<file path="config.mk">
export PLATFORM = sky130hd
export DESIGN_NAME = mpeg_audio_header_sync_decoder
export DESIGN_NICKNAME = d
export VERILOG_FILES = /design/src/sv/mahsd_pkg.sv /design/src/sv/mahsd_front.sv /design/src/sv/mahsd_queue.sv /design/src/sv/mahsd_back.sv /design/src/sv/mpeg_audio_header_sync_decoder.sv
export SDC_FILE = /design/constraint.sdc
export NUM_CORES = 1
export LEC_CHECK = 0
export ABC_AREA = 0
export BUFFER_PORTS_ARGS = -buffer_cell sky130_fd_sc_hd__buf_2
export CAP_MARGIN = 20
export CORE_MARGIN = 2
export CORE_UTILIZATION = 45
export CTS_CLUSTER_SIZE = 16
export DETAILED_ROUTE_END_ITERATION = 10
export HOLD_SLACK_MARGIN = 0.1
export SYNTH_ARGS = -nofsm -noshare
export SYNTH_HDL_FRONTEND = slang
export SYNTH_SLANG_ARGS = --single-unit
</file>
<file path="constraint.sdc">
create_clock -name aclk -period 7.8 [get_ports aclk]
set_input_delay 1.17 -clock aclk [delete_from_list [all_inputs] [get_ports aclk]]
set_output_delay 1.17 -clock aclk [all_outputs]
set_load 0.02 [all_outputs]
</file>
<file path="src/sv/mahsd_pkg.sv">
// Shared types, codes and rate tables for the MPEG audio header sync decoder.
`timescale 1ns / 1ps

package mahsd_pkg;

    typedef enum logic [2:0] {
        STATUS_OK          = 3'd0,
        STATUS_NO_SYNC     = 3'd1,
        STATUS_BAD_VERSION = 3'd2,
        STATUS_BAD_BITRATE = 3'd3,
        STATUS_BAD_FREQ    = 3'd4
    } status_t;

    localparam logic [11:0] COUNT_MAX   = 12'd4095;
    localparam logic [7:0]  SYNC_BYTE   = 8'hff;
    localparam logic [2:0]  SYNC_TOP    = 3'b111;
    localparam logic [1:0]  VER_MPEG1   = 2'd3;
    localparam logic [1:0]  VER_MPEG2   = 2'd2;
    localparam logic [1:0]  VER_RESERVED = 2'd1;
    localparam logic [1:0]  LAYER_I     = 2'd3;
    localparam logic [1:0]  LAYER_II    = 2'd2;
    localparam logic [1:0]  LAYER_RESERVED = 2'd0;
    localparam logic [3:0]  RATE_FREE   = 4'd0;
    localparam logic [3:0]  RATE_BAD    = 4'd15;
    localparam logic [1:0]  FREQ_RESERVED = 2'd3;
    localparam logic [10:0] SAMPLES_LAYER_I = 11'd384;
    localparam logic [10:0] SAMPLES_OTHER   = 11'd1152;

    localparam int QUEUE_DEPTH = 2;
    localparam int QUEUE_AW    = 1;
    localparam int QUOT_BITS   = 12;
    localparam int NUM_BITS    = 26;

    // bitrate in bit/s by index and column
    // columns: V1 L1, V1 L2, V1 L3, V2/2.5 L1, V2/2.5 L2/L3
    localparam logic [18:0] RATE_TABLE [16][5] = '{
        '{19'd0,      19'd0,      19'd0,      19'd0,      19'd0},
        '{19'd32000,  19'd32000,  19'd32000,  19'd32000,  19'd8000},
        '{19'd64000,  19'd48000,  19'd40000,  19'd48000,  19'd16000},
        '{19'd96000,  19'd56000,  19'd48000,  19'd56000,  19'd24000},
        '{19'd128000, 19'd64000,  19'd56000,  19'd64000,  19'd32000},
        '{19'd160000, 19'd80000,  19'd64000,  19'd80000,  19'd40000},
        '{19'd192000, 19'd96000,  19'd80000,  19'd96000,  19'd48000},
        '{19'd224000, 19'd112000, 19'd96000,  19'd112000, 19'd56000},
        '{19'd256000, 19'd128000, 19'd112000, 19'd128000, 19'd64000},
        '{19'd288000, 19'd160000, 19'd128000, 19'd144000, 19'd80000},
        '{19'd320000, 19'd192000, 19'd160000, 19'd160000, 19'd96000},
        '{19'd352000, 19'd224000, 19'd192000, 19'd176000, 19'd112000},
        '{19'd384000, 19'd256000, 19'd224000, 19'd192000, 19'd128000},
        '{19'd416000, 19'd320000, 19'd256000, 19'd224000, 19'd144000},
        '{19'd448000, 19'd384000, 19'd320000, 19'd256000, 19'd160000},
        '{19'd0,      19'd0,      19'd0,      19'd0,      19'd0}
    };

    // sample rate in Hz by index and version column (MPEG1, MPEG2, MPEG2.5)
    localparam logic [15:0] FREQ_TABLE [3][3] = '{
        '{16'd44100, 16'd22050, 16'd11025},
        '{16'd48000, 16'd24000, 16'd12000},
        '{16'd32000, 16'd16000, 16'd8000}
    };

    typedef struct packed {
        status_t     status;
        logic [11:0] offset;
        logic [1:0]  version;
        logic [1:0]  layer;
        logic        padded;
        logic [3:0]  rate_idx;
        logic [1:0]  freq_idx;
    } entry_t;

    typedef struct packed {
        status_t     status;
        logic [11:0] offset;
        logic [1:0]  version;
        logic [1:0]  layer;
        logic        padded;
        logic [18:0] rate_bps;
        logic [15:0] freq_hz;
        logic [10:0] samples;
        logic [11:0] frame_bytes;
    } result_t;

endpackage

</file>
<file path="src/sv/mahsd_front.sv">
// Byte scanner: finds the frame sync in a packet and classifies the header.
`timescale 1ns / 1ps

module mahsd_front #(
    parameter int MAX_PAYLOAD_BYTES = 4096
) (
    input  logic               aclk,
    input  logic               aresetn,
    input  logic               s_valid,
    output logic               s_ready,
    input  logic [7:0]         s_payload_byte,
    input  logic               s_packet_end,
    input  logic               q_ready,
    output logic               q_push,
    output mahsd_pkg::entry_t  q_data
);
    import mahsd_pkg::*;

    logic [23:0] recent_reg, recent_next;
    logic [11:0] seen_reg, seen_next;
    logic        reported_reg, reported_next;
    logic        accept;
    logic        hit;
    logic [7:0]  h1;
    logic [7:0]  h2;
    entry_t      hdr;

    assign s_ready = q_ready;
    assign accept  = s_valid && s_ready;
    assign h1      = recent_reg[15:8];
    assign h2      = recent_reg[7:0];

    assign hit = !reported_reg && (seen_reg >= 12'd3)
               && ({20'd0, seen_reg} < 32'(MAX_PAYLOAD_BYTES))
               && (recent_reg[23:16] == SYNC_BYTE) && (h1[7:5] == SYNC_TOP);

    always_comb begin
        hdr          = '0;
        hdr.offset   = (seen_reg == COUNT_MAX) ? COUNT_MAX : seen_reg - 12'd3;
        hdr.version  = h1[4:3];
        hdr.layer    = h1[2:1];
        hdr.padded   = h2[1];
        hdr.rate_idx = h2[7:4];
        hdr.freq_idx = h2[3:2];
        if (hdr.version == VER_RESERVED || hdr.layer == LAYER_RESERVED) begin
            hdr.status = STATUS_BAD_VERSION;
        end else if (hdr.rate_idx == RATE_FREE || hdr.rate_idx == RATE_BAD) begin
            hdr.status = STATUS_BAD_BITRATE;
        end else if (hdr.freq_idx == FREQ_RESERVED) begin
            hdr.status = STATUS_BAD_FREQ;
        end else begin
            hdr.status = STATUS_OK;
        end
    end

    always_comb begin
        q_push = accept && (hit || (s_packet_end && !reported_reg));
        if (hit) begin
            q_data = hdr;
        end else begin
            q_data        = '0;
            q_data.status = STATUS_NO_SYNC;
        end
    end

    always_comb begin
        recent_next   = recent_reg;
        seen_next     = seen_reg;
        reported_next = reported_reg;
        if (accept) begin
            if (s_packet_end) begin
                recent_next   = '0;
                seen_next     = '0;
                reported_next = 1'b0;
            end else begin
                recent_next   = {recent_reg[15:0], s_payload_byte};
                seen_next     = (seen_reg == COUNT_MAX) ? seen_reg : seen_reg + 12'd1;
                reported_next = reported_reg || hit;
            end
        end
    end

    always_ff @(posedge aclk) begin
        if (!aresetn) begin
            recent_reg   <= '0;
            seen_reg     <= '0;
            reported_reg <= 1'b0;
        end else begin
            recent_reg   <= recent_next;
            seen_reg     <= seen_next;
            reported_reg <= reported_next;
        end
    end

endmodule

</file>
<file path="src/sv/mahsd_queue.sv">
// Short queue of classified headers between the scanner and the decoder.
`timescale 1ns / 1ps

module mahsd_queue (
    input  logic               aclk,
    input  logic               aresetn,
    input  logic               push,
    input  mahsd_pkg::entry_t  wr_data,
    output logic               wr_ready,
    input  logic               pop,
    output logic               rd_valid,
    output mahsd_pkg::entry_t  rd_data
);
    import mahsd_pkg::*;

    entry_t                slot_reg [QUEUE_DEPTH];
    logic [QUEUE_AW-1:0]   wr_ptr_reg, wr_ptr_next;
    logic [QUEUE_AW-1:0]   rd_ptr_reg, rd_ptr_next;
    logic [QUEUE_AW:0]     count_reg, count_next;
    logic                  do_push;
    logic                  do_pop;

    assign wr_ready = (count_reg != QUEUE_AW'(0) + (QUEUE_AW+1)'(QUEUE_DEPTH));
    assign rd_valid = (count_reg != '0);
    assign rd_data  = slot_reg[rd_ptr_reg];
    assign do_push  = push && wr_ready;
    assign do_pop   = pop && rd_valid;

    always_comb begin
        wr_ptr_next = do_push ? wr_ptr_reg + QUEUE_AW'(1) : wr_ptr_reg;
        rd_ptr_next = do_pop ? rd_ptr_reg + QUEUE_AW'(1) : rd_ptr_reg;
        count_next  = count_reg;
        if (do_push && !do_pop) begin
            count_next = count_reg + (QUEUE_AW+1)'(1);
        end else if (do_pop && !do_push) begin
            count_next = count_reg - (QUEUE_AW+1)'(1);
        end
    end

    always_ff @(posedge aclk) begin
        if (!aresetn) begin
            wr_ptr_reg <= '0;
            rd_ptr_reg <= '0;
            count_reg  <= '0;
        end else begin
            wr_ptr_reg <= wr_ptr_next;
            rd_ptr_reg <= rd_ptr_next;
            count_reg  <= count_next;
        end
    end

    always_ff @(posedge aclk) begin
        if (do_push) begin
            slot_reg[wr_ptr_reg] <= wr_data;
        end
    end

endmodule

</file>
<file path="src/sv/mahsd_back.sv">
// Header decoder: rate lookup, bit-serial frame length divide, result register.
`timescale 1ns / 1ps

module mahsd_back (
    input  logic                aclk,
    input  logic                aresetn,
    input  logic                q_valid,
    input  mahsd_pkg::entry_t   q_data,
    output logic                q_pop,
    output logic                res_valid,
    input  logic                res_ready,
    output mahsd_pkg::result_t  res
);
    import mahsd_pkg::*;

    typedef enum logic [3:0] {
        S_IDLE = 4'b0001,
        S_CALC = 4'b0010,
        S_DIV  = 4'b0100,
        S_DONE = 4'b1000
    } state_t;

    state_t                 state_reg, state_next;
    entry_t                 job_reg;
    logic [18:0]            br_reg;
    logic [15:0]            sr_reg;
    logic [15:0]            rem_reg;
    logic [QUOT_BITS-1:0]   low_reg;
    logic [QUOT_BITS-1:0]   quo_reg;
    logic [3:0]             step_reg, step_next;
    logic                   valid_reg, valid_next;
    result_t                res_reg;

    logic [2:0]             col;
    logic [1:0]             fcol;
    logic [18:0]            br;
    logic [15:0]            sr;
    logic [NUM_BITS-1:0]    num;
    logic [16:0]            trial;
    logic                   fits;
    logic [QUOT_BITS-1:0]   len_sum;
    logic [11:0]            len;
    logic                   out_free;
    logic                   load_out;
    result_t                res_new;

    assign out_free  = !valid_reg || res_ready;
    assign q_pop     = (state_reg == S_IDLE) && q_valid;
    assign load_out  = (state_reg == S_DONE) && out_free;
    assign res_valid = valid_reg;
    assign res       = res_reg;

    always_comb begin
        if (job_reg.version == VER_MPEG1) begin
            col = (job_reg.layer == LAYER_I) ? 3'd0 : (job_reg.layer == LAYER_II) ? 3'd1 : 3'd2;
            fcol = 2'd0;
        end else begin
            col  = (job_reg.layer == LAYER_I) ? 3'd3 : 3'd4;
            fcol = (job_reg.version == VER_MPEG2) ? 2'd1 : 2'd2;
        end
        br = RATE_TABLE[job_reg.rate_idx][col];
        sr = FREQ_TABLE[job_reg.freq_idx][fcol];
        if (job_reg.layer == LAYER_I) begin
            num = NUM_BITS'({br, 3'b000}) + NUM_BITS'({br, 2'b00});
        end else begin
            num = NUM_BITS'({br, 7'b0000000}) + NUM_BITS'({br, 4'b0000});
        end
    end

    assign trial = {rem_reg, low_reg[QUOT_BITS-1]};
    assign fits  = (trial >= {1'b0, sr_reg});

    always_comb begin
        len_sum = quo_reg + QUOT_BITS'(job_reg.padded);
        len     = (job_reg.layer == LAYER_I) ? {len_sum[9:0], 2'b00} : len_sum;
        res_new         = '0;
        res_new.status  = job_reg.status;
        res_new.offset  = job_reg.offset;
        res_new.version = job_reg.version;
        res_new.layer   = job_reg.layer;
        res_new.padded  = job_reg.padded;
        if (job_reg.status == STATUS_NO_SYNC) begin
            res_new         = '0;
            res_new.status  = STATUS_NO_SYNC;
        end else if (job_reg.status == STATUS_OK) begin
            res_new.rate_bps    = br_reg;
            res_new.freq_hz     = sr_reg;
            res_new.samples     = (job_reg.layer == LAYER_I) ? SAMPLES_LAYER_I : SAMPLES_OTHER;
            res_new.frame_bytes = len;
        end
    end

    always_comb begin
        state_next = state_reg;
        step_next  = step_reg;
        valid_next = valid_reg;
        if (valid_reg && res_ready) begin
            valid_next = 1'b0;
        end
        case (state_reg)
            S_IDLE: begin
                if (q_valid) begin
                    state_next = (q_data.status == STATUS_OK) ? S_CALC : S_DONE;
                end
            end
            S_CALC: begin
                step_next  = '0;
                state_next = S_DIV;
            end
            S_DIV: begin
                step_next = step_reg + 4'd1;
                if (step_reg == 4'(QUOT_BITS - 1)) begin
                    state_next = S_DONE;
                end
            end
            S_DONE: begin
                if (out_free) begin
                    valid_next = 1'b1;
                    state_next = S_IDLE;
                end
            end
            default: begin
                state_next = S_IDLE;
            end
        endcase
    end

    always_ff @(posedge aclk) begin
        if (!aresetn) begin
            state_reg <= S_IDLE;
            step_reg  <= '0;
            valid_reg <= 1'b0;
        end else begin
            state_reg <= state_next;
            step_reg  <= step_next;
            valid_reg <= valid_next;
        end
    end

    always_ff @(posedge aclk) begin
        if (q_pop) begin
            job_reg <= q_data;
        end
        if (state_reg == S_CALC) begin
            br_reg  <= br;
            sr_reg  <= sr;
            rem_reg <= {2'b00, num[NUM_BITS-1:QUOT_BITS]};
            low_reg <= num[QUOT_BITS-1:0];
            quo_reg <= '0;
        end else if (state_reg == S_DIV) begin
            rem_reg <= fits ? 16'(trial - {1'b0, sr_reg}) : trial[15:0];
            low_reg <= {low_reg[QUOT_BITS-2:0], 1'b0};
            quo_reg <= {quo_reg[QUOT_BITS-2:0], fits};
        end
        if (load_out) begin
            res_reg <= res_new;
        end
    end

endmodule

</file>
<file path="src/sv/mpeg_audio_header_sync_decoder.sv">
// MPEG audio frame header sync and decode, top level.
// Throughput: one payload byte per cycle while the header queue has room.
// A valid header passes the queue, the rate lookup, the bit-serial frame
// length divider and the result register; errors and no-sync results skip
// the lookup and the divider. Synchronous active-low reset clears the
// scanner, the queue and the result valid.
`timescale 1ns / 1ps

module mpeg_audio_header_sync_decoder #(
    parameter int MAX_PAYLOAD_BYTES = 4096
) (
    input  logic        aclk,
    input  logic        aresetn,
    input  logic        s_valid,
    output logic        s_ready,
    input  logic [7:0]  s_payload_byte,
    input  logic        s_packet_end,
    output logic        m_valid,
    input  logic        m_ready,
    output logic [2:0]  m_status,
    output logic [11:0] m_header_offset,
    output logic [1:0]  m_version_code,
    output logic [1:0]  m_layer_code,
    output logic        m_padded,
    output logic [18:0] m_bit_rate_bps,
    output logic [15:0] m_sample_rate_hz,
    output logic [10:0] m_samples_per_frame,
    output logic [11:0] m_frame_bytes
);
    import mahsd_pkg::*;

    logic    q_push;
    logic    q_ready;
    entry_t  q_wr_data;
    logic    q_pop;
    logic    q_valid;
    entry_t  q_rd_data;
    result_t res;

    mahsd_front #(
        .MAX_PAYLOAD_BYTES(MAX_PAYLOAD_BYTES)
    ) u_front (
        .aclk           (aclk),
        .aresetn        (aresetn),
        .s_valid        (s_valid),
        .s_ready        (s_ready),
        .s_payload_byte (s_payload_byte),
        .s_packet_end   (s_packet_end),
        .q_ready        (q_ready),
        .q_push         (q_push),
        .q_data         (q_wr_data)
    );

    mahsd_queue u_queue (
        .aclk     (aclk),
        .aresetn  (aresetn),
        .push     (q_push),
        .wr_data  (q_wr_data),
        .wr_ready (q_ready),
        .pop      (q_pop),
        .rd_valid (q_valid),
        .rd_data  (q_rd_data)
    );

    mahsd_back u_back (
        .aclk      (aclk),
        .aresetn   (aresetn),
        .q_valid   (q_valid),
        .q_data    (q_rd_data),
        .q_pop     (q_pop),
        .res_valid (m_valid),
        .res_ready (m_ready),
        .res       (res)
    );

    assign m_status            = res.status;
    assign m_header_offset     = res.offset;
    assign m_version_code      = res.version;
    assign m_layer_code        = res.layer;
    assign m_padded            = res.padded;
    assign m_bit_rate_bps      = res.rate_bps;
    assign m_sample_rate_hz    = res.freq_hz;
    assign m_samples_per_frame = res.samples;
    assign m_frame_bytes       = res.frame_bytes;

    a_no_overflow: assert property (@(posedge aclk) disable iff (!aresetn)
        q_push |-> q_ready)
        else $error("header queue overflow");

    a_ok_fields: assert property (@(posedge aclk) disable iff (!aresetn)
        (m_valid && m_status == STATUS_OK) |->
        (m_frame_bytes != 12'd0 && m_sample_rate_hz != 16'd0 && m_bit_rate_bps != 19'd0))
        else $error("ok result with empty fields");

    a_nosync_zero: assert property (@(posedge aclk) disable iff (!aresetn)
        (m_valid && m_status == STATUS_NO_SYNC) |->
        (m_header_offset == 12'd0 && m_bit_rate_bps == 19'd0 && m_frame_bytes == 12'd0))
        else $error("no-sync result with nonzero fields");

    a_pop_valid: assert property (@(posedge aclk) disable iff (!aresetn)
        q_pop |-> q_valid)
        else $error("decoder popped an empty queue");

endmodule
</file>
After elaboration in Yosys (flattened, before gate mapping)
Memory sizes are Yosys's and may differ from the RTL's. A register that Yosys moved wholly into a read port is not among the register bits.
Index checks and enable logic that the tools add are counted.
{"block": "totals", "mem_bits_rw": 52, "register_bits": 229, "memories": 2, "romBits": 1520}
{"block": "op_classes", "mux": 49, "order_cmp": 6, "eq_ne": 21, "n_reduce_logical": 33, "n_bitwise": 5, "n_addsub": 11}
{"memory": "(name not given)", "words": 16, "width": 95, "read_ports": 1, "rd_clocked_by_memory_dff": 0, "write_ports": 0, "line": "mahsd_back.sv:61", "source": "br = RATE_TABLE[job_reg.rate_idx][col];"}
{"memory": "u_queue.slot_reg", "words": 2, "width": 26, "read_ports": 1, "rd_clocked_by_memory_dff": 1, "write_ports": 1, "line": "mahsd_queue.sv:16", "source": "entry_t slot_reg [QUEUE_DEPTH];"}
{"operator": "2-to-1 mux 95 bit", "count": 2}
{"operator": "binary-select mux 48 bit (select 2 bit)", "count": 1}
{"operator": "2-to-1 mux 48 bit", "count": 2}
{"operator": "2-to-1 mux 12 bit", "count": 6}
{"operator": "binary-select mux 19 bit (select 3 bit)", "count": 1}
{"operator": "2-to-1 mux 26 bit", "count": 2}
{"operator": "2-to-1 mux 16 bit", "count": 3}
{"operator": "2-to-1 mux 19 bit", "count": 2}
{"operator": "binary-select mux 16 bit (select 2 bit)", "count": 1}
{"operator": "2-to-1 mux 14 bit", "count": 2}
{"operator": "adder 26 x 23 -> 26 bit", "count": 1}
{"operator": "2-to-1 mux 24 bit", "count": 1}
{"operator": "adder 22 x 21 -> 23 bit", "count": 1}
{"operator": "2-to-1 mux 3 bit", "count": 6}
{"operator": ">= comparator 17 x 16 -> 1 bit", "count": 1}
{"operator": "2-to-1 mux 4 bit", "count": 4}
{"operator": "one-hot mux 4 bit (4 select lines)", "count": 1}
{"operator": "subtractor 16 bit", "count": 1}
{"operator": "logical AND 1 bit", "count": 13}
{"operator": "adder 12 x 1 -> 12 bit", "count": 1}
{"operator": "adder 12 x 1 -> 12 bit (second input constant)", "count": 1}
{"operator": "== test 12 bit (second input constant)", "count": 1}
{"operator": "== test 4 bit (second input constant)", "count": 3}
{"operator": ">= comparator 12 x 2 -> 1 bit (second input constant)", "count": 1}
{"operator": "36 further kinds", "count": 67}

Depth between registers and ports, before layout
Gate-level depths: netlist (run 1).
{"block": "logic_depth", "ltp_word": 11, "depth_mapped": 18}

Modules after synthesis
A second synthesis (run 1) with hierarchy kept.
{"block": "unflattened", "cells_unflattened": 1341, "hier_area_um2": 13833.3}
{"mod": "mahsd_back", "seq_area_each_um2": 4574.4, "cells_each": 975, "area_each_um2": 9710.6, "n_inst": 1}
{"mod": "mahsd_queue", "seq_area_each_um2": 1661.6, "cells_each": 105, "area_each_um2": 2112.0, "n_inst": 1}
{"mod": "mahsd_front", "seq_area_each_um2": 740.7, "cells_each": 261, "area_each_um2": 2010.7, "n_inst": 1}

Least setup slack after synthesis (run 1)
No wires, ideal clock.
{"block": "synth_timing", "path_kind": "input -> register", "startpoint": "in m_ready", "endpoint": "reg u_back.res_reg, in the netlist u_back.res[0], enable pin", "setup_time_ns": 0.489, "stages": 2, "t_arrival_ns": 4.078, "path_slack_ns": 3.233, "cell_sequence": "nand2b_1 -> nor2b_1"}
{"block": "synth_between", "elab_chain_cells": 2}
{"element": "from (decl)", "line": "mpeg_audio_header_sync_decoder.sv:19", "source": "input logic m_ready,"}
{"element": "logical OR 1 bit", "line": "mahsd_back.sv:47", "source": "assign out_free = !valid_reg || res_ready;"}
{"element": "logical AND 1 bit", "line": "mahsd_back.sv:49", "source": "assign load_out = (state_reg == S_DONE) && out_free;"}
{"element": "via u_back.load_out", "line": "mahsd_back.sv:44", "source": "logic load_out;"}
{"element": "to (signal assigned)", "line": "mahsd_back.sv:156", "source": "res_reg <= res_new;"}
{"element": "to (decl)", "line": "mahsd_back.sv:32", "source": "result_t res_reg;"}
The timed path passes the listed nets, and every way through them passes these cells.
A chain may end at the register's enable or synchronous reset.

Worst setup path after layout (run 1)
{"block": "layout_timing", "startpoint": "reg u_back.job_reg[3] in the netlist's numbering", "endpoint": "reg u_back.rem_reg[12] (data pin)"}
{"block": "layout_between", "elab_chain_cells": 10}
{"element": "from (decl)", "line": "mahsd_back.sv:24", "source": "entry_t job_reg;"}
{"element": "from (signal assigned)", "line": "mahsd_back.sv:142", "source": "job_reg <= q_data;"}
{"element": "inverter 4 -> 5 bit (implied by the code)", "line": "mahsd_back.sv:61"}
{"element": "memory (16 x 95 bit)"}
{"element": "2-to-1 mux 95 bit (implied by the code) (2 in a row)", "line": "mahsd_back.sv:61"}
{"element": "binary-select mux 19 bit (select 3 bit)", "line": "mahsd_back.sv:61"}
{"element": "2-to-1 mux 19 bit (implied by the code) (2 in a row)", "line": "mahsd_back.sv:61"}
{"element": "via u_back.br[11]", "line": "mahsd_back.sv:36", "source": "logic [18:0] br;"}
{"element": "adder 26 x 23 -> 26 bit", "line": "mahsd_back.sv:66", "source": "num = NUM_BITS'({br, 7'b0000000}) + NUM_BITS'({br, 4'b0000});"}
{"element": "2-to-1 mux 26 bit", "line": "mahsd_back.sv:63", "source": "if (job_reg.layer == LAYER_I) begin"}
{"element": "2-to-1 mux 14 bit", "line": "mahsd_back.sv:144", "source": "if (state_reg == S_CALC) begin"}
{"element": "to (signal assigned)", "line": "mahsd_back.sv:147", "source": "rem_reg <= {2'b00, num[NUM_BITS-1:QUOT_BITS]};"}
{"element": "to (signal assigned)", "line": "mahsd_back.sv:151", "source": "rem_reg <= fits ? 16'(trial - {1'b0, sr_reg}) : trial[15:0];"}
{"element": "to (decl)", "line": "mahsd_back.sv:27", "source": "logic [15:0] rem_reg;"}
The timed path passes the listed nets, and every way through them passes these cells. The select of a mux whose other input is x is not followed.

==> metrics.md, run 1 <==
| Metric | Value |
|---|---|
| Worst Setup End Kind | flop |
| PwrDens | 363 nW/um^2 |
| Antenna diodes | 0 |
| Status | finished, final reports clean |
| DP Cell Count | 1,756 |
| Worst slew pin tran | around 1100 ps |
| CORE AREA | between 20,000 and 30,000 um^2 |
| WL final | 31.4 mm |
| Fillers | 2,747 |
| Worst setup SP type | flop |
| Fin. max-slew vios | 0 |
| TritonCTS Buffers | 28 |
| DRC | 0 |
| Post-synthesis sequential area ratio | between 50% and 60% |
| Critical path required time | roughly 8100 ps |
| Cells after Synth | 1,354 |
| Hold Vio Cnt, Final | 0 |
| Seq cells post-synth | 254 |
| # rows | 63 |
| Die Y | 179 um |
| Slew margin rel. | 25.5% |
| Period utilisation layout | 65.6% |
| Post-synth top cells | 189 x edfxtp_1, 142 x nand2_1, 105 x nor2_1 |
| Largest register FFs | 62 |
| Clock Latency Late Sink | ~570 ps |
| Final nets | approximately 1.5k |
| Layout cell share with drive strength beyond 1 | between 10% and 20% |
| Max Clk Rate | between 0.15 and 0.2 GHz |
| 1st-pass router iterations | 5 |
| # setup viols final | 0 |
| # hold bufs at CTS | 0 |
| Hold Path Class | reg2reg |
| Synth warn | 0 |
| Drt wl/cell | between 15 and 20 um |
| DPL Wire Length | 21.5 mm |
| Crit Path Class | reg2reg |
| Starting Density | 46.0% |
| Peak supply drop | 186 uV |
| Yosys top cell area share | 41.3% |
| Vias in the first global route | around 9.3k |
| Final Power | 5.60 mW |
| Most frequent cell after synthesis | edfxtp_1 |
| Reg clk slew, reported paths | 60 ps |
| Total gr overflow | 0 |
| Post-route insts no fill | 1,809 |
| Detailed-route via count | 10.2k |
| Netlist cell types | 78 |
| Ys async rst share | 0% |
| IO Port Bufs | 77 |
| Die width | around 180 um |
| Area taken by multi-input logic gates | roughly 6200 um^2 |
| Die ar. | 31,900 um^2 |
| Fin area | 15,400 um^2 |
| Routed Antenna Nets | 0 |
| Primary FF master, synth | edfxtp_1 |
| Area grow syn2layout | 12.3% |
| Min Tclk post-route | 5120 ps |
| Critical Path AT | 5440 ps |
| TritonCTS clock tree | yes |
| Clk buf depth | 3 |
| Number of flops mapped to enable cells by yosys | 189 |
| H-tree Lvls | 1 |
| DRT iter0 DRCs | roughly 1.1k |
| Largest net degree at the start of global routing | 66 |
| Crit path max fanout | 20 |
| Vias per cell | 5.62 |
| Netlist Area Pre-Place | 13,700 um^2 |
| Clock Sinks | 254 |
| Root Buffer | clkbuf_16 |
| GRT Resource Usage Total | about a fifth |
| Dominant cells by area after synthesis | edfxtp_1 41%, dfxtp_1 9.5%, ha_1 5.4%, nand2_1 3.9%, a21oi_1 3.5% |
| Placed inst area | 14,400 um^2 |
| Avg Synthesized Cell Area | 10.1 um^2 |
| Reg area | roughly 7000 um^2 |
| Max_cap viols | 0 |
| Gpl congestion | 0.908 |
| Initial antenna violation count | 0 |
| Final TNS setup | 0 ps |
| Leakage | 5.81 nW |
| I/O Pins | a little over 90 |
| Clock skew | 33.4 ps |
| Cell taking the most area after synthesis | edfxtp_1 |
| RSZ-0062 raised after global routing | false |
| Post-layout util | 51.6% |
| Global-route wire length before repair | 50.3 mm |
| Post-CTS setup buffers | 0 |
| PostCTS Resize Cnt | 0 |
[placed cells by master (no fill, tap or decap), drive strengths merged, types with 11 or more instances in the layout]
cell type	instances
a211oi	26
nand2	142
nand3b	11
nor2	105
nor3	34
buf	94
o211ai	15
mux2i	12
nor2b	26
o21ai	77
ha	59
nand4	13
conb	16
or3	15
nand3	28
and3	17
mux2	27
clkbuf	34
edfxtp	189
xor2	18
dfxtp	65
a31oi	22
and2	44
a21oi	97
xnor2	27
inv	49
[layout make-up]
type	instances	share of cell area [%]
Clock buffer	34	4.82
Clock inverter	18	1.82
Inverter	49	1.19
Multi-Input combinational cell	970	40.3
Sequential cell	254	45.2
Tap cell	390	3.16
Timing Repair Buffer	94	3.50
[cell families after synthesis]
kind of cell | count (synthesis) | share of synthesized area, %
muxes | 42 | 3.58
buffers and inverters | 145 | 4.51
AOI/OAI and AO/OA | 331 | 15.4
xor gates and xnor gates | 45 | 2.87
adders and majority gates | 63 | 5.88
other | 1 | 0.0273
and+or+nand+nor | 473 | 17.0
DFF | 254 | 50.8
[layer usage]
metal | GRT usage [%] | vias up | part of all wire [%]
met4 | 6.10 | 0 | 2.9
li1 | - | 5025 | -
met2 | 31.7 | 264 | 47
met5 | 0 | - | 0
met3 | 2.93 | 67 | 5.6
met1 | 27.8 | 4818 | 45
[per-stage QoR]
stage	setup slack, ps	hold slack [ps]
after floorplan	3230	422
after global placement	2890	438
after detailed placement	2700	447
after CTS	2720	455
after global routing	2340	471
final	2680	451
[final timing paths]
kind	from	slack, ps	endpoint	cells after the start
max	u_back.job_reg[3]	2680	u_back.rem_reg[12]	15
min	u_back.step_reg[3]	450	u_back.step_reg[3]	1
max reg2reg	u_back.job_reg[3]	2680	u_back.rem_reg[12]	15
min reg2reg	u_back.step_reg[3]	450	u_back.step_reg[3]	1
[worst max-delay path, stage by stage (launching register included)]
cell and delay (ps):
edfxtp_1 810, inv_1 250, ha_1 350, or2_2 350, a21oi_1 190, a21oi_1 70, mux4_2 470, o21ai_0 570
ha_1 390, o21ai_0 290, o21ai_0 170, a311o_1 350, a21o_1 210, and3_1 180, o21ai_0 140, nand3_1 80
[report_power, final]
| part | internal [mW] | switching [mW] |
|---|---|---|
| clock network | 0.883 | 0.565 |
| logic | 0.958 | 1.47 |
| registers | 1.62 | 0.103 |
Power figures use the tool's default switching activity.
==> run 2: changes to the inputs <==
Settings changed: ABC_AREA 0 to 1.
Clock period 7.8 ns to 4.73 ns, I/O delays scaled along.
==> run 2 against run 1 <==
Against the previous run: sequential power rose by 70%; first-iteration DRC count down 33%; worst hold slack got worse by 23 ps; synthesized cell count is 14% higher; register-to-register slack lost 2000 ps; synthesized area down 1.2%; non-clock buffer count rose by 1.
==> metrics.md, run 2 <==
| Metric | Value |
|---|---|
| Drt wl/cell | 15.8 um (-8.7%) |
| Worst Setup End Kind | flop |
| Layout cell share with drive strength beyond 1 | 11.9% (-1.4 points) |
| H-tree Lvls | 1 (unchanged) |
| Routed Antenna Nets | 0 (unchanged) |
| Reg clk slew, reported paths | 60 ps (about the same) |
| DP Cell Count | 1,979 (+13%) |
| Max Clk Rate | 0.248 GHz (+27%) |
| CORE AREA | 29,600 um^2 (-0.79%) |
| Hold Vio Cnt, Final | 0 (unchanged) |
| Die ar. | 31,600 um^2 (-1.2%) |
| Critical path required time | 5040 ps (-3080 ps) |
| Most frequent cells in the layout | 300 x nand2_1, 196 x inv_1, 189 x edfxtp_1, 177 x nor2_1, 110 x nand3_1 |
| Die width | 178 um (-0.60%) |
| Fin area | 15,200 um^2 (-1.2%) |
| GR Util met2 | 32.4% (+0.62 points) |
| Sw Share | 43.8% (+5.6 points) |
| Cells after Synth | 1,539 (+14%) |
| CP peak stage delay | 530 ps (-280 ps) |
| Comb pwr share | 50.3% (+6.9 points) |
| Clock Latency Late Sink | 570 ps (about the same) |
| Gpl congestion | 0.911 (+0.33%) |
| Cell taking the most area after synthesis | edfxtp_1 |
| Netlist cell types | 50 (-36%) |
| Max_cap viols | 0 (unchanged) |
| Detailed-route via count | 10.6k (+3.7%) |
| Slew margin rel. | 37.5% (+12 points) |
| Post-synthesis sequential area ratio | 51.4% (+0.62 points) |
| Largest register FFs | 62 (unchanged) |
| Final nets | 1,696 (+15%) |
| Dominant cells by area after synthesis | edfxtp_1 42%, dfxtp_1 9.6%, nand2_1 8.3%, ha_1 5.4%, inv_1 5.4% |
| Largest net degree at the start of global routing | 41 (-38%) |
| Peak supply drop | 333 uV (+79%) |
| Switching power | 4.42 mW (+110%) |
| Crit Path Class | reg2reg |
| Final Power | 10.1 mW (+80%) |
| I/O Pins | 93 (unchanged) |
| Global-route wire length before repair | 51.7 mm (+2.7%) |
| # rows | 63 (unchanged) |
| Yosys top cell area share | 41.8% (+0.51 points) |
| DPL Wire Length | 23.9 mm (+11%) |
| Leakage | 6.65 nW (+14%) |
| Top cell by count, worst path | nand2_1 |
| Critical Path AT | 4340 ps (-1100 ps) |
| Placed inst area | 14,300 um^2 (-0.39%) |
| Min Tclk post-route | 4040 ps (-1080 ps) |
| Crit path max fanout | 16 (-20%) |
| Area grow syn2layout | 12.3% (about the same) |
| Most common cell after layout, fill and taps aside | nand2_1 |
| RSZ-0062 raised after global routing | false |
| CP Cell Sequence | nand2_4, nand2_2, nand2_2, inv_2, nand2_1, o211ai_1, ha_1, fa_1, inv_1, o21ai_0, nand2_1, nand2_1, nand2_1, nand2_1, nand2_1, nand2_1, o21ai_0, inv_1, nand2_1 |
| Vias in the first global route | 9,935 (+6.3%) |
| Number of flops mapped to enable cells by yosys | 189 (unchanged) |
| Final TNS setup | 0 ps (unchanged) |
| DRC | 0 (unchanged) |
| Worst slew pin tran | 936 ps (-174 ps) |
| # hold bufs at CTS | 0 (unchanged) |
| Seq cells post-synth | 254 (unchanged) |
| Met3 Resource Use GR | 2.63% (-0.29 points) |
| Die Y | 178 um (-0.60%) |
| Post-CTS setup buffers | 0 (unchanged) |
| CP max-delay cell | o211ai_1 |
| IO Port Bufs | 77 (unchanged) |
| Clock skew | 24.5 ps (-8.94 ps) |
| Primary FF master, synth | edfxtp_1 |
| Clock power share | 20.6% (-5.2 points) |
| Most frequent cell after synthesis | nand2_1 |
| Flop pwr share | 29.0% (-1.8 points) |
| Initial antenna violation count | 0 (unchanged) |
| Status | finished, final reports clean |
| Starting Density | 45.8% (-0.19 points) |
| PostCTS Resize Cnt | 0 (unchanged) |
| 1st-pass router iterations | 5 (unchanged) |
| Internal power | 5.67 mW (+64%) |
| Met1 GRT Util | 29.2% (+1.4 points) |
| Ys async rst share | 0% (unchanged) |
| Worst setup SP type | flop |
| Total gr overflow | 0 (unchanged) |
| Antenna diodes | 0 (unchanged) |
| Clock Sinks | 254 (unchanged) |
| Post-synth top cells | 300 x nand2_1, 196 x inv_1, 189 x edfxtp_1 |
| DRT iter0 DRCs | 721 (-33%) |
| Fin. max-slew vios | 0 (unchanged) |
| Clk buf depth | 3 (unchanged) |
| Avg Synthesized Cell Area | 8.82 um^2 (-13%) |
| TritonCTS Buffers | 29 (+3.6%) |
| Root Buffer | clkbuf_16 |
| PwrDens | 662 nW/um^2 (+82%) |
| Synth warn | 0 (unchanged) |
| TritonCTS clock tree | yes |
| WL final | 32.2 mm (+2.5%) |
| Netlist Area Pre-Place | 13,600 um^2 (-1.2%) |
| Hold Path Class | in2reg |
| Period utilisation layout | 85.3% (+20 points) |
| Most Used Layer, Global Route | met2 |
| Post-route insts no fill | 2,032 (+12%) |
| Vias per cell | 5.19 (-7.7%) |
| # setup viols final | 0 (unchanged) |
| GRT Resource Usage Total | 20.6% (+0.75 points) |
-- run 2: worst paths after layout --
kind | start | endpoint | slack (ps) | depth (start not counted)
worst max-delay path | u_back.job_reg[10] | u_back.rem_reg[3] | 690 | 19
worst min-delay path | s_payload_byte[0] | u_front.recent_reg[0] | 430 | 3
worst max register to register | u_back.job_reg[10] | u_back.rem_reg[3] | 690 | 19
worst min register to register | u_queue.rd_ptr_reg | u_queue.rd_ptr_reg | 460 | 1
-- run 2: layout make-up --
class / count / area (um^2)
clock buffers: 36 / 762
clock inverters: 16 / 124
fillers: 2874 / 14400
inverters: 205 / 769
multi-input cells: 1036 / 5590
flip-flops and latches: 254 / 6980
well taps: 390 / 488
repair buffers: 95 / 541
-- run 2: cells by family after synthesis --
| kind of cell | after synthesis | share of synthesized area [%] |
|---|---|---|
| mux | 23 | 1.91 |
| compound gates | 251 | 10.6 |
| fa+ha+maj | 62 | 5.88 |
| other cells | 1 | 0.0276 |
| simple gates | 662 | 20.7 |
| flops | 254 | 51.4 |
| xor+xnor | 22 | 1.42 |
| buf+inv | 264 | 8.07 |
-- run 2: power by group through the flow --
stage | clock network [mW] | logic (mW) | registers [mW]
finish | 2.08 | 5.08 | 2.93
global route | 2.22 | 5.74 | 2.96
floorplan | 0 | 3.67 | 3.02
global placement | 0 | 5.06 | 2.97
CTS | 2.13 | 5.05 | 2.94
detailed placement | 0 | 5.02 | 2.98
-- run 2: worst max-delay path, delay by kind of cell (launching register included) --
kind            cells  cell delay, ps
buf+inv             3             400
flops               1             510
simple gates       11            1330
fa+ha+maj           2             510
compound gates      3            1010
-- run 2: metrics by stage --
step	hold WS, ps	util, %	worst slack, ps
after global routing	419	51.4	274
after detailed placement	448	48.4	735
after global placement	433	48.4	675
final	428	51.4	693
after floorplan	425	-	902
after CTS	406	51.4	706
-- run 2: per-layer routing --
| layer | wire [um] | up-vias |
|---|---|---|
| met3 | 1580 | 64 |
| li1 | - | 5346 |
| met5 | 0 | - |
| met1 | 15100 | 4887 |
| met4 | 956 | 0 |
| met2 | 14500 | 254 |
==> run 3: changes to the inputs <==
Settings changed: RECOVER_POWER set to 25, SKIP_CTS_REPAIR_TIMING set to 1.
==> run 3 against run 2 <==
Against the previous run: total power is 0.16% lower; the flow now finishes with violations (capacitance limit, slew limit); critical endpoint unchanged; sequential share of layout area is 0.13 points higher; combinational power hardly changed; sequential cell count stayed put; sequential power hardly changed; count of clock-buffer cells in the layout stayed put; highest routed layer unchanged; largest cell class unchanged; utilization is 0.14 points lower; non-clock buffer count stayed put; clock power hardly changed; critical path depth stayed put; register-to-register slack worse by 120 ps; largest power group unchanged.
==> metrics.md, run 3 (synthesized netlist as in run 2, its figures left out) <==
| Metric | Value |
|---|---|
| Met1 GRT Util | 29.2% (unchanged) |
| Flop pwr share | 29.1% (about the same) |
| Critical Path AT | 4460 ps (+120 ps) |
| Clock skew | 24.5 ps (-0.0255 ps) |
| Die Y | 178 um (unchanged) |
| GR Util met2 | 32.4% (unchanged) |
| DPL Wire Length | 23.9 mm (unchanged) |
| Max_cap viols | 3 (+3) |
| Antenna diodes | 0 (unchanged) |
| Most Used Layer, Global Route | met2 |
| Worst setup SP type | flop |
| Fin. max-slew vios | 78 (+78) |
| Max Clk Rate | 0.240 GHz (-2.9%) |
| Worst slew pin tran | 1680 ps (+748 ps) |
| Initial antenna violation count | 0 (unchanged) |
| Top cell by count, worst path | nand2_1 |
| RSZ-0062 raised after global routing | false |
| Final nets | 1,696 (unchanged) |
| Clock Sinks | 254 (unchanged) |
| Crit Path Class | reg2reg |
| H-tree Lvls | 1 (unchanged) |
| Vias per cell | 5.18 (-0.17%) |
| Area grow syn2layout | 12.0% |
| Hold Path Class | in2reg |
| TritonCTS Buffers | 29 (unchanged) |
| Layout cell share with drive strength beyond 1 | 11.4% (-0.49 points) |
| Starting Density | 45.8% (unchanged) |
| Fillers | 2,875 (+0.035%) |
| Slew margin rel. | -12.3% (-50 points) |
| Gpl congestion | 0.911 (unchanged) |
| Hold Vio Cnt, Final | 0 (unchanged) |
| Routed Antenna Nets | 0 (unchanged) |
| Leakage | 6.62 nW (-0.37%) |
| DP Cell Count | 1,979 (unchanged) |
| TritonCTS clock tree | yes |
| GRT Resource Usage Total | 20.6% (unchanged) |
| Critical path required time | 5040 ps (about the same) |
| IO Port Bufs | 77 (unchanged) |
| Reg clk slew, reported paths | 60 ps (about the same) |
| Most frequent cells in the layout | 301 x nand2_1, 196 x inv_1, 189 x edfxtp_1, 178 x nor2_1, 110 x nand3_1 |
| Comb pwr share | 50.3% (about the same) |
| CORE AREA | 29,600 um^2 (unchanged) |
| Period utilisation layout | 87.9% (+2.6 points) |
| Total gr overflow | 0 (unchanged) |
| Sw Share | 43.8% (-0.045 points) |
| Die ar. | 31,600 um^2 (unchanged) |
| Most common cell after layout, fill and taps aside | nand2_1 |
| CP Cell Sequence | nand2_1, nand2_2, nand2_2, inv_2, nand2_1, o211ai_1, ha_1, fa_1, inv_1, o21ai_0, nand2_1, nand2_1, nand2_1, nand2_1, nand2_1, nand2_1, o21ai_0, inv_1, nand2_1 |
| Post-route insts no fill | 2,032 (unchanged) |
| CP max-delay cell | o211ai_1 |
| Largest register FFs | 62 (unchanged) |
| Switching power | 4.41 mW (-0.26%) |
| Internal power | 5.67 mW (about the same) |
| Largest net degree at the start of global routing | 41 (unchanged) |
| Die width | 178 um (unchanged) |
| Peak supply drop | 333 uV (about the same) |
| Placement Setup Slack | 735 ps (unchanged) |
| Worst Setup End Kind | flop |
| WL final | 32.2 mm (about the same) |
| Min Tclk post-route | 4160 ps (+123 ps) |
| DRT iter0 DRCs | 662 (-8.2%) |
| Status | finished, violations left |
| Crit path max fanout | 16 (unchanged) |
| Post-layout util | 51.3% (-0.14 points) |
| 1st-pass router iterations | 5 (unchanged) |
| Failing checks | capacitance limit, slew limit |
| Vias in the first global route | 9,935 (unchanged) |
| Root Buffer | clkbuf_16 |
| Detailed-route via count | 10.5k (-0.17%) |
| # setup viols final | 0 (unchanged) |
| Met3 Resource Use GR | 2.63% (unchanged) |
| PwrDens | 663 nW/um^2 (+0.12%) |
| I/O Pins | 93 (unchanged) |
| # rows | 63 (unchanged) |
| Global-route wire length before repair | 51.7 mm (unchanged) |
| Final TNS setup | 0 ps (unchanged) |
| Drt wl/cell | 15.8 um (about the same) |
| Clk buf depth | 3 (unchanged) |
| DRC | 0 (unchanged) |
| CP peak stage delay | 530 ps (about the same) |
| Min Hold Slack | 428 ps (+0.106 ps) |
| Min setup slack post-route | 571 ps (-123 ps) |
| Clock Latency Late Sink | 570 ps (about the same) |
| Clock power share | 20.7% (about the same) |
run 3: path summary, 6_finish.rpt:
kind         slack [ps]          startpoint  depth (start not counted)                    end
max                 570  u_back.job_reg[10]                         19      u_back.rem_reg[3]
min                 430   s_payload_byte[0]                          3  u_front.recent_reg[0]
max reg2reg         570  u_back.job_reg[10]                         19      u_back.rem_reg[3]
min reg2reg         460  u_queue.rd_ptr_reg                          1     u_queue.rd_ptr_reg
run 3: power by group through the flow:
stage               sequential (mW)  combinational, mW  clock (mW)
floorplan                      3.02               3.67           0
global route                   2.96               5.73        2.22
global placement               2.97               5.06           0
CTS                            2.94               5.05        2.13
finish                         2.93               5.07        2.08
detailed placement             2.98               5.02           0
run 3: cell type report:
class	count	area [um^2]	area share, %
multi-input cells	1036	5560	36.5
well taps	390	488	3.21
clock inverters	16	124	0.815
flip-flops and latches	254	6980	45.9
repair buffers	95	529	3.48
inverters	205	769	5.06
clock buffers	36	762	5.01
run 3: layer usage:
layer / routed length [um] / part of all wire (%)
met1: 15200 / 47
met2: 14500 / 45
met3: 1490 / 4.6
met4: 959 / 3.0
met5: 0 / 0
run 3: critical path: cells and delay by family (launching register included):
kind	cells	cell delay (ps)
and+or+nand+nor	11	1490
AOI/OAI and AO/OA	3	1010
adders and majority gates	2	510
DFF	1	480
buffers and inverters	3	390
run 3: per-stage QoR:
stage               cell area (um^2)  power (mW)
finish                         15200        10.1
global placement               14300        8.03
floorplan                      13600        6.69
CTS                            15200        10.1
detailed placement             14300        8.00
global route                   15200        10.9
